**config.mk**
```make
export PLATFORM = sky130hd
export DESIGN_NAME = shared_buffer_two_stacks
export DESIGN_NICKNAME = d
export VERILOG_FILES = /design/src/hw/rtl/sbts_pkg.sv /design/src/hw/rtl/sbts_datapath.sv /design/src/hw/rtl/sbts_ctrl.sv /design/src/hw/rtl/shared_buffer_two_stacks.sv
export SDC_FILE = /design/constraint.sdc
export NUM_CORES = 1
export LEC_CHECK = 0
export ABC_AREA = 1
export BUFFER_PORTS_ARGS = -buffer_cell sky130_fd_sc_hd__clkbuf_2
export CAP_MARGIN = 25
export CORE_ASPECT_RATIO = 1.75
export CORE_MARGIN = 2
export CORE_UTILIZATION = 64
export CTS_BUF_LIST = sky130_fd_sc_hd__clkbuf_2 sky130_fd_sc_hd__clkbuf_4 sky130_fd_sc_hd__clkbuf_8
export DETAILED_ROUTE_END_ITERATION = 10
export HOLD_SLACK_MARGIN = 0.06
export PLACE_DENSITY = 0.85
export RECOVER_POWER = 50
export SLEW_MARGIN = 20
export SYNTH_ARGS = -nofsm -noshare
export SYNTH_HDL_FRONTEND = slang
export SYNTH_SLANG_ARGS = --single-unit
```
**constraint.sdc**
```tcl
create_clock -name i_clk -period 4.9 [get_ports i_clk]
set_input_delay 0.98 -clock i_clk [delete_from_list [all_inputs] [get_ports i_clk]]
set_output_delay 0.98 -clock i_clk [all_outputs]
set_load 0.02 [all_outputs]
```
**src/hw/rtl/sbts_pkg.sv**
```systemverilog
`timescale 1ns / 1ps
`default_nettype none
// ----------------------------------------------------------------------------
// sbts_pkg: shared types and codes for the two-stack shared buffer
// Request and status codes, word widths and the controller/datapath bundles.
// ----------------------------------------------------------------------------
package sbts_pkg;

    localparam int DEPTH_DEF = 8;
    localparam int DATA_W    = 32;
    localparam int REQ_W     = 3;
    localparam int STAT_W    = 2;

    // request codes
    localparam logic [REQ_W-1:0] REQ_PUSH_LOW  = 3'd0;
    localparam logic [REQ_W-1:0] REQ_PUSH_HIGH = 3'd1;
    localparam logic [REQ_W-1:0] REQ_POP_LOW   = 3'd2;
    localparam logic [REQ_W-1:0] REQ_POP_HIGH  = 3'd3;
    localparam logic [REQ_W-1:0] REQ_DUMP_LOW  = 3'd4;
    localparam logic [REQ_W-1:0] REQ_DUMP_HIGH = 3'd5;

    // result status codes
    localparam logic [STAT_W-1:0] ST_OK        = 2'd0;
    localparam logic [STAT_W-1:0] ST_OVERFLOW  = 2'd1;
    localparam logic [STAT_W-1:0] ST_UNDERFLOW = 2'd2;

    // stack select
    localparam logic SIDE_LOW  = 1'b0;
    localparam logic SIDE_HIGH = 1'b1;

    // controller -> datapath commands
    typedef struct packed {
        logic              side;        // stack addressed by this command
        logic              wr_en;       // push the input word
        logic              rd_en;       // read one store entry
        logic              rd_dump;     // read at dump index, else at top
        logic              cnt_inc;     // grow the selected stack
        logic              cnt_dec;     // shrink the selected stack
        logic              out_load;    // load the output register
        logic              out_use_rd;  // output word from read data, else zero
        logic [STAT_W-1:0] out_status;
        logic              out_last;
    } t_cmd;

    // datapath -> controller status
    typedef struct packed {
        logic low_empty;
        logic high_empty;
        logic full;       // both stacks together fill the store
        logic out_busy;   // output register holds a word not taken this cycle
        logic dump_last;  // dump index is the last entry of the selected stack
    } t_stat;

endpackage
`default_nettype wire

```
**src/hw/rtl/sbts_datapath.sv**
```systemverilog
`timescale 1ns / 1ps
`default_nettype none
// ----------------------------------------------------------------------------
// sbts_datapath: store, stack counters and output register
// Shared memory with registered read, both fill counters and the result word.
// ----------------------------------------------------------------------------
module sbts_datapath #(
    parameter int DEPTH = sbts_pkg::DEPTH_DEF
) (
    input  wire                            i_clk,
    input  wire                            i_rst_n,
    input  sbts_pkg::t_cmd                 i_cmd,
    input  wire [$clog2(DEPTH)-1:0]        i_dump_idx,
    input  wire [sbts_pkg::DATA_W-1:0]     i_wr_data,
    output sbts_pkg::t_stat                o_stat,
    input  wire                            i_out_ready,
    output logic                           o_out_valid,
    output logic [sbts_pkg::DATA_W-1:0]    o_out_data,
    output logic [sbts_pkg::STAT_W-1:0]    o_out_status,
    output logic                           o_out_last
);

    localparam int AW = $clog2(DEPTH);
    localparam int CW = $clog2(DEPTH + 1);

    logic [sbts_pkg::DATA_W-1:0] r_mem [DEPTH];
    logic [sbts_pkg::DATA_W-1:0] r_rd_data;
    logic [CW-1:0]               r_low_cnt;
    logic [CW-1:0]               r_high_cnt;
    logic [CW-1:0]               n_low_cnt;
    logic [CW-1:0]               n_high_cnt;
    logic                        r_out_valid;
    logic [sbts_pkg::DATA_W-1:0] r_out_data;
    logic [sbts_pkg::STAT_W-1:0] r_out_status;
    logic                        r_out_last;

    logic [CW:0]   w_total;
    logic [CW-1:0] w_pop_lo;
    logic [CW-1:0] w_pop_hi;
    logic [CW-1:0] w_idx_next;
    logic [CW-1:0] w_sel_cnt;
    logic [AW-1:0] w_wr_addr;
    logic [AW-1:0] w_rd_addr;

    // address arithmetic
    assign w_total    = {1'b0, r_low_cnt} + {1'b0, r_high_cnt};
    assign w_pop_lo   = r_low_cnt - CW'(1);
    assign w_pop_hi   = CW'(DEPTH) - r_high_cnt;
    assign w_idx_next = CW'(i_dump_idx) + CW'(1);
    assign w_sel_cnt  = (i_cmd.side == sbts_pkg::SIDE_HIGH) ? r_high_cnt : r_low_cnt;

    always_comb begin
        if (i_cmd.side == sbts_pkg::SIDE_HIGH) begin
            w_wr_addr = AW'(DEPTH - 1) - r_high_cnt[AW-1:0];
        end else begin
            w_wr_addr = r_low_cnt[AW-1:0];
        end
    end

    always_comb begin
        if (i_cmd.rd_dump) begin
            if (i_cmd.side == sbts_pkg::SIDE_HIGH) begin
                w_rd_addr = AW'(DEPTH - 1) - i_dump_idx;
            end else begin
                w_rd_addr = i_dump_idx;
            end
        end else begin
            if (i_cmd.side == sbts_pkg::SIDE_HIGH) begin
                w_rd_addr = w_pop_hi[AW-1:0];
            end else begin
                w_rd_addr = w_pop_lo[AW-1:0];
            end
        end
    end

    // shared store, registered read
    always_ff @(posedge i_clk) begin
        if (i_cmd.wr_en) begin
            r_mem[w_wr_addr] <= i_wr_data;
        end
        if (i_cmd.rd_en) begin
            r_rd_data <= r_mem[w_rd_addr];
        end
    end

    // fill counters
    always_comb begin
        n_low_cnt  = r_low_cnt;
        n_high_cnt = r_high_cnt;
        if (i_cmd.side == sbts_pkg::SIDE_HIGH) begin
            if (i_cmd.cnt_inc) begin
                n_high_cnt = r_high_cnt + CW'(1);
            end else if (i_cmd.cnt_dec) begin
                n_high_cnt = r_high_cnt - CW'(1);
            end
        end else begin
            if (i_cmd.cnt_inc) begin
                n_low_cnt = r_low_cnt + CW'(1);
            end else if (i_cmd.cnt_dec) begin
                n_low_cnt = r_low_cnt - CW'(1);
            end
        end
    end

    always_ff @(posedge i_clk) begin
        if (!i_rst_n) begin
            r_low_cnt  <= '0;
            r_high_cnt <= '0;
        end else begin
            r_low_cnt  <= n_low_cnt;
            r_high_cnt <= n_high_cnt;
        end
    end

    // output register
    always_ff @(posedge i_clk) begin
        if (!i_rst_n) begin
            r_out_valid <= 1'b0;
        end else if (i_cmd.out_load) begin
            r_out_valid <= 1'b1;
        end else if (i_out_ready) begin
            r_out_valid <= 1'b0;
        end
    end

    always_ff @(posedge i_clk) begin
        if (i_cmd.out_load) begin
            r_out_data   <= i_cmd.out_use_rd ? r_rd_data : '0;
            r_out_status <= i_cmd.out_status;
            r_out_last   <= i_cmd.out_last;
        end
    end

    // status to controller
    assign o_stat.low_empty  = (r_low_cnt == '0);
    assign o_stat.high_empty = (r_high_cnt == '0);
    assign o_stat.full       = (w_total == (CW + 1)'(DEPTH));
    assign o_stat.out_busy   = r_out_valid && !i_out_ready;
    assign o_stat.dump_last  = (w_idx_next == w_sel_cnt);

    assign o_out_valid  = r_out_valid;
    assign o_out_data   = r_out_data;
    assign o_out_status = r_out_status;
    assign o_out_last   = r_out_last;

endmodule
`default_nettype wire

```
**src/hw/rtl/sbts_ctrl.sv**
```systemverilog
`timescale 1ns / 1ps
`default_nettype none
// ----------------------------------------------------------------------------
// sbts_ctrl: request sequencer
// Decodes each request, issues store and counter commands, walks dumps.
// ----------------------------------------------------------------------------
module sbts_ctrl #(
    parameter int DEPTH = sbts_pkg::DEPTH_DEF
) (
    input  wire                          i_clk,
    input  wire                          i_rst_n,
    input  wire                          i_in_valid,
    input  wire [sbts_pkg::REQ_W-1:0]    i_req_type,
    output logic                         o_in_ready,
    input  sbts_pkg::t_stat              i_stat,
    output sbts_pkg::t_cmd               o_cmd,
    output logic [$clog2(DEPTH)-1:0]     o_dump_idx
);

    localparam int AW = $clog2(DEPTH);

    localparam logic [1:0] S_IDLE = 2'd0;
    localparam logic [1:0] S_POP  = 2'd1;  // pop read done, waiting to load
    localparam logic [1:0] S_DRD  = 2'd2;  // dump: read entry
    localparam logic [1:0] S_DWR  = 2'd3;  // dump: load entry

    logic [1:0]    r_state;
    logic [1:0]    n_state;
    logic [AW-1:0] r_idx;
    logic [AW-1:0] n_idx;
    logic          r_side;
    logic          n_side;
    logic          w_accept;
    logic          w_req_side;

    assign o_in_ready = (r_state == S_IDLE) && !i_stat.out_busy;
    assign w_accept   = i_in_valid && o_in_ready;
    assign w_req_side = (i_req_type == sbts_pkg::REQ_PUSH_HIGH) ||
                        (i_req_type == sbts_pkg::REQ_POP_HIGH)  ||
                        (i_req_type == sbts_pkg::REQ_DUMP_HIGH);

    // next state and commands
    always_comb begin
        n_state = r_state;
        n_idx   = r_idx;
        n_side  = r_side;
        o_cmd   = '0;
        o_cmd.side = r_side;
        case (r_state)
            S_IDLE: begin
                o_cmd.side = w_req_side;
                if (w_accept) begin
                    n_side = w_req_side;
                    case (i_req_type)
                        sbts_pkg::REQ_PUSH_LOW, sbts_pkg::REQ_PUSH_HIGH: begin
                            o_cmd.out_load = 1'b1;
                            o_cmd.out_last = 1'b1;
                            if (i_stat.full) begin
                                o_cmd.out_status = sbts_pkg::ST_OVERFLOW;
                            end else begin
                                o_cmd.wr_en      = 1'b1;
                                o_cmd.cnt_inc    = 1'b1;
                                o_cmd.out_status = sbts_pkg::ST_OK;
                            end
                        end
                        sbts_pkg::REQ_POP_LOW, sbts_pkg::REQ_POP_HIGH: begin
                            if (w_req_side ? i_stat.high_empty : i_stat.low_empty) begin
                                o_cmd.out_load   = 1'b1;
                                o_cmd.out_last   = 1'b1;
                                o_cmd.out_status = sbts_pkg::ST_UNDERFLOW;
                            end else begin
                                o_cmd.rd_en   = 1'b1;
                                o_cmd.cnt_dec = 1'b1;
                                n_state       = S_POP;
                            end
                        end
                        sbts_pkg::REQ_DUMP_LOW, sbts_pkg::REQ_DUMP_HIGH: begin
                            if (w_req_side ? i_stat.high_empty : i_stat.low_empty) begin
                                o_cmd.out_load   = 1'b1;
                                o_cmd.out_last   = 1'b1;
                                o_cmd.out_status = sbts_pkg::ST_UNDERFLOW;
                            end else begin
                                n_idx   = '0;
                                n_state = S_DRD;
                            end
                        end
                        default: begin
                            // unknown request: dropped
                        end
                    endcase
                end
            end
            S_POP: begin
                if (!i_stat.out_busy) begin
                    o_cmd.out_load   = 1'b1;
                    o_cmd.out_use_rd = 1'b1;
                    o_cmd.out_last   = 1'b1;
                    o_cmd.out_status = sbts_pkg::ST_OK;
                    n_state          = S_IDLE;
                end
            end
            S_DRD: begin
                o_cmd.rd_en   = 1'b1;
                o_cmd.rd_dump = 1'b1;
                n_state       = S_DWR;
            end
            S_DWR: begin
                if (!i_stat.out_busy) begin
                    o_cmd.out_load   = 1'b1;
                    o_cmd.out_use_rd = 1'b1;
                    o_cmd.out_last   = i_stat.dump_last;
                    o_cmd.out_status = sbts_pkg::ST_OK;
                    if (i_stat.dump_last) begin
                        n_state = S_IDLE;
                    end else begin
                        n_idx   = r_idx + AW'(1);
                        n_state = S_DRD;
                    end
                end
            end
            default: begin
                n_state = S_IDLE;
            end
        endcase
    end

    always_ff @(posedge i_clk) begin
        if (!i_rst_n) begin
            r_state <= S_IDLE;
            r_idx   <= '0;
            r_side  <= sbts_pkg::SIDE_LOW;
        end else begin
            r_state <= n_state;
            r_idx   <= n_idx;
            r_side  <= n_side;
        end
    end

    assign o_dump_idx = r_idx;

endmodule
`default_nettype wire

```
**src/hw/rtl/shared_buffer_two_stacks.sv**
```systemverilog
`timescale 1ns / 1ps
`default_nettype none
// ----------------------------------------------------------------------------
// shared_buffer_two_stacks: two LIFO stacks in one shared store
// Low stack grows up from entry 0, high stack grows down from entry DEPTH-1.
//
// Input stream: s_axis_tuser carries the request (push, pop or dump on
// either stack), s_axis_tdata the word to push. Output stream: one word per
// result, m_axis_tuser the status (ok, overflow, underflow), m_axis_tdata
// the popped or dumped word (zero otherwise), m_axis_tlast marks the final
// word caused by a request.
// Push and any overflow/underflow result appear in the cycle after
// acceptance; a pop result passes through the registered store read, then
// the output register; each dump word is read from the store, then loaded.
// Pushes and failed requests can be taken every cycle while the receiver
// takes each word; a pop or dump takes no new request until its last word
// is loaded, the controller walking each dump entry read then load.
// Unknown requests are dropped. Reset clears counts, state and output valid.
// A stalled receiver holds the output register; no new request is taken
// until the pending word is taken or is taken in the same cycle.
// ----------------------------------------------------------------------------
module shared_buffer_two_stacks #(
    parameter int DEPTH = sbts_pkg::DEPTH_DEF
) (
    input  wire                           i_clk,
    input  wire                           i_rst_n,
    input  wire                           s_axis_tvalid,
    output logic                          s_axis_tready,
    input  wire [sbts_pkg::DATA_W-1:0]    s_axis_tdata,   // [31:0] push_value
    input  wire [sbts_pkg::REQ_W-1:0]     s_axis_tuser,   // [2:0] req_type
    output logic                          m_axis_tvalid,
    input  wire                           m_axis_tready,
    output logic [sbts_pkg::DATA_W-1:0]   m_axis_tdata,   // [31:0] read_value
    output logic [sbts_pkg::STAT_W-1:0]   m_axis_tuser,   // [1:0] status
    output logic                          m_axis_tlast    // is_last
);

    sbts_pkg::t_cmd             w_cmd;
    sbts_pkg::t_stat            w_stat;
    logic [$clog2(DEPTH)-1:0]   w_dump_idx;

    sbts_ctrl #(
        .DEPTH (DEPTH)
    ) u_ctrl (
        .i_clk      (i_clk),
        .i_rst_n    (i_rst_n),
        .i_in_valid (s_axis_tvalid),
        .i_req_type (s_axis_tuser),
        .o_in_ready (s_axis_tready),
        .i_stat     (w_stat),
        .o_cmd      (w_cmd),
        .o_dump_idx (w_dump_idx)
    );

    sbts_datapath #(
        .DEPTH (DEPTH)
    ) u_datapath (
        .i_clk        (i_clk),
        .i_rst_n      (i_rst_n),
        .i_cmd        (w_cmd),
        .i_dump_idx   (w_dump_idx),
        .i_wr_data    (s_axis_tdata),
        .o_stat       (w_stat),
        .i_out_ready  (m_axis_tready),
        .o_out_valid  (m_axis_tvalid),
        .o_out_data   (m_axis_tdata),
        .o_out_status (m_axis_tuser),
        .o_out_last   (m_axis_tlast)
    );

endmodule
`default_nettype wire
```
* After elaboration in Yosys (flattened, before gate mapping)
Memory sizes are Yosys's and may differ from the RTL's. A register that Yosys moved wholly into a read port is not among the register bits.
Index checks and enable logic that the tools add are counted.
** Operators by class
- Reduce and logical (&&, ||, !) cells :: 23
- Bitwise logic cells :: 1
- Multiplexer cells :: 49
- $add $sub $neg :: 10
- Equal/unequal tests :: 19
** Operators with widths (count)
- 2-to-1 mux 3 bit :: 12
- 2-to-1 mux 4 bit :: 5
- 2-to-1 mux 2 bit :: 9
- 2-to-1 mux 1 bit :: 12
- one-hot mux 3 bit (2 select lines) :: 2
- AND reduction 6 bit :: 2
- 2-to-1 mux 5 bit :: 2
- != test 2 bit, second input constant :: 5
- != test 3 bit, second input constant :: 3
- one-hot mux 3 bit (3 select lines) :: 1
- adder 4 x 1 -> 4 bit, second input constant :: 2
- logical NOT 4 bit :: 2
- one-hot mux 2 bit (4 select lines) :: 1
- subtractor 4 x 1 -> 4 bit, second input constant :: 2
- == test 3 x 2 -> 1 bit, second input constant :: 2
- == test 3 bit, second input constant :: 2
- one-hot mux 1 bit (2 select lines) :: 3
- AND reduction 2 bit :: 3
- nonzero test 2 bit :: 3
- OR reduction 2 bit :: 3
- subtractor 3 bit, first input constant :: 2
- adder 4 x 4 -> 5 bit :: 1
- == test 5 x 4 -> 1 bit, second input constant :: 1
- adder 3 x 1 -> 4 bit, second input constant :: 1
- other kinds (16) :: 21
** Word-level totals
- Memory bits (writable) :: 256
- Memories :: 1
- Word-level logic and storage cells :: 112
- Flip-flop bits (word level) :: 50
- Output and inout bits :: 37
- Input bits :: 39
** Memories
- u_datapath.r_mem :: depth 8, width 32, rd ports 1, clocked after memory_dff 1, wr ports 1, RTL line sbts_datapath.sv:26 : logic [sbts_pkg::DATA_W-1:0] r_mem [DEPTH];

* Depth between registers and ports, before layout
- Depth after elaboration :: 13
- Gate-level depth with buffers :: 20
- Gate-level depth less buffers :: 19

* Hierarchy
A second synthesis with hierarchy kept.
** Unflattened totals
- Cell total of the unflattened synthesis :: 1465
- Area total of the unflattened synthesis :: 15123.3 µm²
** By module, submodules not included
- sbts_datapath :: times used 1, cells each 1373, area an instance 14555.2 µm²
- sbts_ctrl :: times used 1, cells each 92, area an instance 568.0 µm²

* Worst setup path before layout
No wires, ideal clock.
- Path kind :: input -> register
- From :: in m_axis_tready
- To :: mem u_datapath.r_mem[0][0] (netlist bit) (enable)
- Arrival :: 4316 ps
- Cell stages on the path :: 7
- Library setup time :: 461 ps
- Path slack :: 123 ps
- Cell sequence :: nor2_1 > nor2_1 > nand2_1 > nor2_1 > nand2_1 > buf_2 > nor3_1
** Between the ends
- Longest elaborated chain between the ends :: 9
** Ends and longest elaborated chain
- from (decl) :: RTL line shared_buffer_two_stacks.sv:32 : input wire m_axis_tready,
- logical NOT 1 bit :: RTL line sbts_datapath.sv:138 : assign o_stat.out_busy = r_out_valid && !i_out_ready;
- logical AND 1 bit :: RTL line sbts_datapath.sv:138
- logical NOT 1 bit :: RTL line sbts_ctrl.sv:36 : assign o_in_ready = (r_state == S_IDLE) && !i_stat.out_busy;
- logical AND 1 bit :: RTL line sbts_ctrl.sv:36
- named net s_axis_tready :: RTL line shared_buffer_two_stacks.sv:28 : output logic s_axis_tready,
- logical AND 1 bit :: RTL line sbts_ctrl.sv:37 : assign w_accept = i_in_valid && o_in_ready;
- 2-to-1 mux 2 bit :: RTL line sbts_ctrl.sv:52 : if (w_accept) begin
- 2-to-1 mux 2 bit :: RTL line sbts_ctrl.sv:49 : case (r_state)
- 2-to-1 mux 1 bit :: RTL line sbts_datapath.sv:78 : if (i_cmd.wr_en) begin
- 2-to-1 mux 1 bit (implied by the code) :: RTL line sbts_datapath.sv:79 : r_mem[w_wr_addr] <= i_wr_data;
- to (decl) :: RTL line sbts_datapath.sv:26
The timed path passes the listed nets, and every way through them passes these cells.

* Worst setup path in the final report
- From :: reg u_datapath.r_low_cnt[0]
- To :: reg u_datapath.r_high_cnt[3]
** Between the ends
- Longest elaborated chain between the ends :: 8
- Elaborated cells between the ends (all ways) :: 13
- Those cells by class :: add/sub: 1; eq/ne: 1; mux: 8; reduce/logical: 3
** Ends and longest elaborated chain
- from (decl) :: RTL line sbts_datapath.sv:28 : logic [CW-1:0] r_low_cnt;
- from (signal assigned) :: RTL line sbts_datapath.sv:110 : r_low_cnt <= n_low_cnt;
- adder 4 x 4 -> 5 bit / logical NOT 4 bit (equally long branches) :: RTL line sbts_datapath.sv:46, sbts_datapath.sv:135
- == test 5 x 4 -> 1 bit / 2-to-1 mux 1 bit (equally long branches) :: RTL line sbts_datapath.sv:137, sbts_ctrl.sv:67
- 2-to-1 mux 1 bit, on equally long branches :: RTL line sbts_ctrl.sv:58, sbts_ctrl.sv:67
- 2-to-1 mux 1 bit :: RTL line sbts_ctrl.sv:54 : case (i_req_type)
- 2-to-1 mux 3 bit * :: RTL line sbts_ctrl.sv:52
- 2-to-1 mux 2 bit * :: RTL line sbts_ctrl.sv:49
- nonzero test 2 bit (no source line)
- AND reduction 2 bit (no source line)
- to (signal assigned) :: RTL line sbts_datapath.sv:111 : r_high_cnt <= n_high_cnt;
- to (decl) :: RTL line sbts_datapath.sv:29 : logic [CW-1:0] r_high_cnt;
Every way passes the cells marked *; elsewhere a longest branch is shown, timed or not.
A chain may end at the register's enable or synchronous reset.

==> out/metrics.cfg <==
[outcome]
violations = capacitance limit, slew limit
outcome = finished, violations left

[cts]
clockBufferDepth = 3
numCtsBuffers = 45
path_clk_slew_ns = 0.06
cts_hold_buf = 0
cts_tree = done
clk_latency_ns = 0.56
cts_resized = 0
htree_levels = 2
post-cts-setup-buffers = 0
cts-root-buf = clkbuf_8
cts.sink_count = 338

[floorplan]
die_w_um = 120
placementRows = 74
coreArea_um2 = 23300
ioPinCount = 76
initial_core_util_pct = 64.9
fp.dieArea_um2 = 25000
die_height_um = 207

[global_route]
grt_max_degree = 129
grt_antenna_before_repair = 3
grt_pass1_wl_um = 50600
gr-usage-all-layers_pct = 25.8
grt-ovfl-total = 0
grt_pass1_vias = 10403

[critical_path]
path_buf_inv = 2
cp_max_fo = 17
path_class = reg -> reg
slowest_delay_ns = 0.61
r2r_slack_ns = 1.31
reg2reg_to = u_datapath.r_high_cnt[3]$_SDFFE_PN0P_
startpoint_type = flop
cp-end-kind = flop
cp_common_cell = nand2_1
r2r_cells = 17
r2r-start = u_datapath.r_low_cnt[0]$_SDFFE_PN0P_
critPathTopFamily = simple AND/OR/NAND/NOR gates
cpMaxStageDelayCell = nand2_1
arrival_ns = 4.05
crit_required_ns = 5.36
crit_chain = ha_1, fa_1, or2_2, nor3_1, nand3_1, nand2_1, ha_1, nand2_1, nand2_1, a31oi_1, inv_1, nand2_1, nand2_1, inv_1, nand3_1, nand2_1, nor2_1

[route]
wirelength_um = 31800
wl_per_cell_um = 17.4
antenna_left = 0
vias = 10289
vias_per_cell = 5.62
first_pass_iters = 6
drc_errors = 0
drt_first_iter_violations = 1195

[power_and_ir_drop]
p_int_mw = 6.41
peakVddDrop_mv = 0.719
pwr-share-comb_pct = 47.2
switching_share_pct = 43.7
p_switching_mw = 4.97
power_density_nw_per_um2 = 691
power.leakage_nw = 6.91
pwr-share-seq_pct = 35.0
clockPowerShare_pct = 17.7

[timing]
drv_slew = 59
min_period_ns = 3.59
max_freq_ghz = 0.278
setup_tns_ns = 0
fin_worst_skew_ns = 0.0253
min_period_over_period_pct = 73.3
maxSlewHeadroom_pct = -22.2
tightest_slew_ns = 1.83
whs_ns = 0.509
finalSetupViolations = 0
rsz0062_at_grt = false
hold_viol = 0

[place]
gp_congestion = 0.896
hpwl_um = 17200
dpl.cell_count = 1746
io_buffers = 75

[min_path]
hold_class = reg -> reg
holdPathEnd = u_datapath.r_low_cnt[3]$_SDFFE_PN0P_
min_from = u_datapath.r_low_cnt[3]$_SDFFE_PN0P_
min_path_cells = 2

[logic_synthesis]
syn_nets = 1472
synthArstFlopShare_pct = 0
synth_warnings = 0
synthFlopType = edfxtp_1
syn_inst = 1417
synth_top_area_share_pct = 64.0
synth_most_common_cell = nand2_1
synth_area_leaders = edfxtp_1 64%, nand2_1 8.9%, nand3_1 6.3%
synth_area_um2 = 15100
yosysUniqueCellTypes = 31
synth.ff_latch_count = 338
avgSynthCellArea_um2 = 10.7
yosys-top-cells-count = 361 x nand2_1, 323 x edfxtp_1, 229 x inv_1
synth_edf_count = 323
seq_area_frac_synth_pct = 66.0
synth.largest_area_cell = edfxtp_1

[cells_and_area]
drive_gt1_share_pct = 7.49
n_fill_cell = 1636
layout.cells.non_filler = 1831
area_growth_pct = 8.86
fin_nets = 1545

[flow_run]
drv_cap = 2

[power by group through the flow]
stage	Combinational (mW)	Sequential, mW	Clock, mW
after floorplan	4.08	4.19	0
after global placement	5.10	4.04	0
after detailed placement	5.32	4.05	0
after CTS	5.39	3.99	2.05
after global routing	6.00	4.02	2.16
final	5.38	3.99	2.02
[per-layer routing]
| metal | vias up | global-route usage (%) | part of all wire, % |
|---|---|---|---|
| met1 | 4892 | 30.4 | 36 |
| met5 | - | 0 | 0.035 |
| met2 | 479 | 45.2 | 52 |
| li1 | 4821 | - | - |
| met4 | 2 | 13.4 | 3.8 |
| met3 | 95 | 4.18 | 7.3 |
[registers in the layout (all words and copies together), names as in the netlist]
| signal | flops |
|---|---|
| u_ctrl.o_dump_idx | 3 |
| u_datapath.o_out_status | 2 |
| u_datapath.o_out_data | 32 |
| u_datapath.r_mem | 256 |
| u_ctrl.r_state | 2 |
| u_datapath.o_out_valid | 1 |
| u_ctrl.r_side | 1 |
| u_datapath.r_rd_data | 32 |
| u_datapath.o_out_last | 1 |
| u_datapath.r_low_cnt | 4 |
| u_datapath.r_high_cnt | 4 |
[layout by cell type (no fill, tap or decap), types with 2 or more instances in the layout]
cell type	Yosys	final
nor3_2	0	8
nand3b_1	96	96
fa_1	2	2
or2_2	2	2
nand2_2	5	4
buf_4	17	13
nand2_4	4	5
nor2_2	2	2
clkbuf_4	0	13
xnor2_1	3	3
nor2_1	48	48
clkbuf_2	0	7
clkinv_1	1	15
buf_12	0	3
ha_1	14	14
xor2_1	5	5
nor3_1	11	3
o21ai_0	12	12
dfxtp_1	15	15
nand3_1	192	192
edfxtp_1	323	323
inv_1	229	229
clkbuf_1	7	70
nand2_1	361	361
diode_2	0	4
a21oi_1	17	17
clkbuf_8	0	47
inv_2	2	2
clkinv_2	0	4
[cells by family after synthesis]
kind of cell / Yosys count / synth area share [%]
compound gates: 34 / 1.36
xor+xnor: 8 / 0.463
fa+ha+maj: 16 / 1.42
buf+inv: 299 / 8.42
flops: 338 / 66.0
simple gates: 722 / 22.3
[tightest hold or removal path: cells and delay by family (launching register included)]
kind | cells | cell delay [ns]
flip-flops | 1 | 0.34
AND/OR/NAND/NOR | 1 | 0.07
AO/OA/AOI/OAI | 1 | 0.06
[worst max-delay path by stage]
stage | cells past startpoint | startpoint | to
floorplan | 7 | m_axis_tready | u_datapath.r_mem[0][0]$_DFFE_PP_
global placement | 14 | s_axis_tuser[1] | u_datapath.r_rd_data[19]$_DFFE_PP_
detailed placement | 15 | s_axis_tuser[1] | u_datapath.r_rd_data[15]$_DFFE_PP_
CTS | 17 | u_datapath.r_low_cnt[0]$_SDFFE_PN0P_ | u_datapath.r_high_cnt[3]$_SDFFE_PN0P_
global route | 17 | u_datapath.r_low_cnt[0]$_SDFFE_PN0P_ | u_datapath.r_high_cnt[3]$_SDFFE_PN0P_
finish | 17 | u_datapath.r_low_cnt[0]$_SDFFE_PN0P_ | u_datapath.r_high_cnt[3]$_SDFFE_PN0P_
[layout make-up]
class | count | area, µm² | share of cell area, %
flip-flops and latches | 338 | 10000 | 60.7
multi-input cells | 780 | 3920 | 23.7
inverters | 232 | 871 | 5.28
clock buffers | 60 | 744 | 4.52
repair buffers | 93 | 455 | 2.76
well taps | 304 | 380 | 2.31
clock inverters | 20 | 110 | 0.668
diodes | 4 | 10.0 | 0.0607
[metrics by stage]
stage / setup WS (ns) / cell area (µm²) / power [mW] / utilization, %
after floorplan: 0.123 / 15100 / 8.27 / -
after global placement: 1.26 / 15700 / 9.14 / 67.3
after detailed placement: 1.10 / 15700 / 9.37 / 67.3
after CTS: 1.32 / 16600 / 11.4 / 71.0
after global routing: 1.04 / 16500 / 12.2 / 70.6
final: 1.31 / 16500 / 11.4 / 70.7
(Power assumes the default switching activity.)
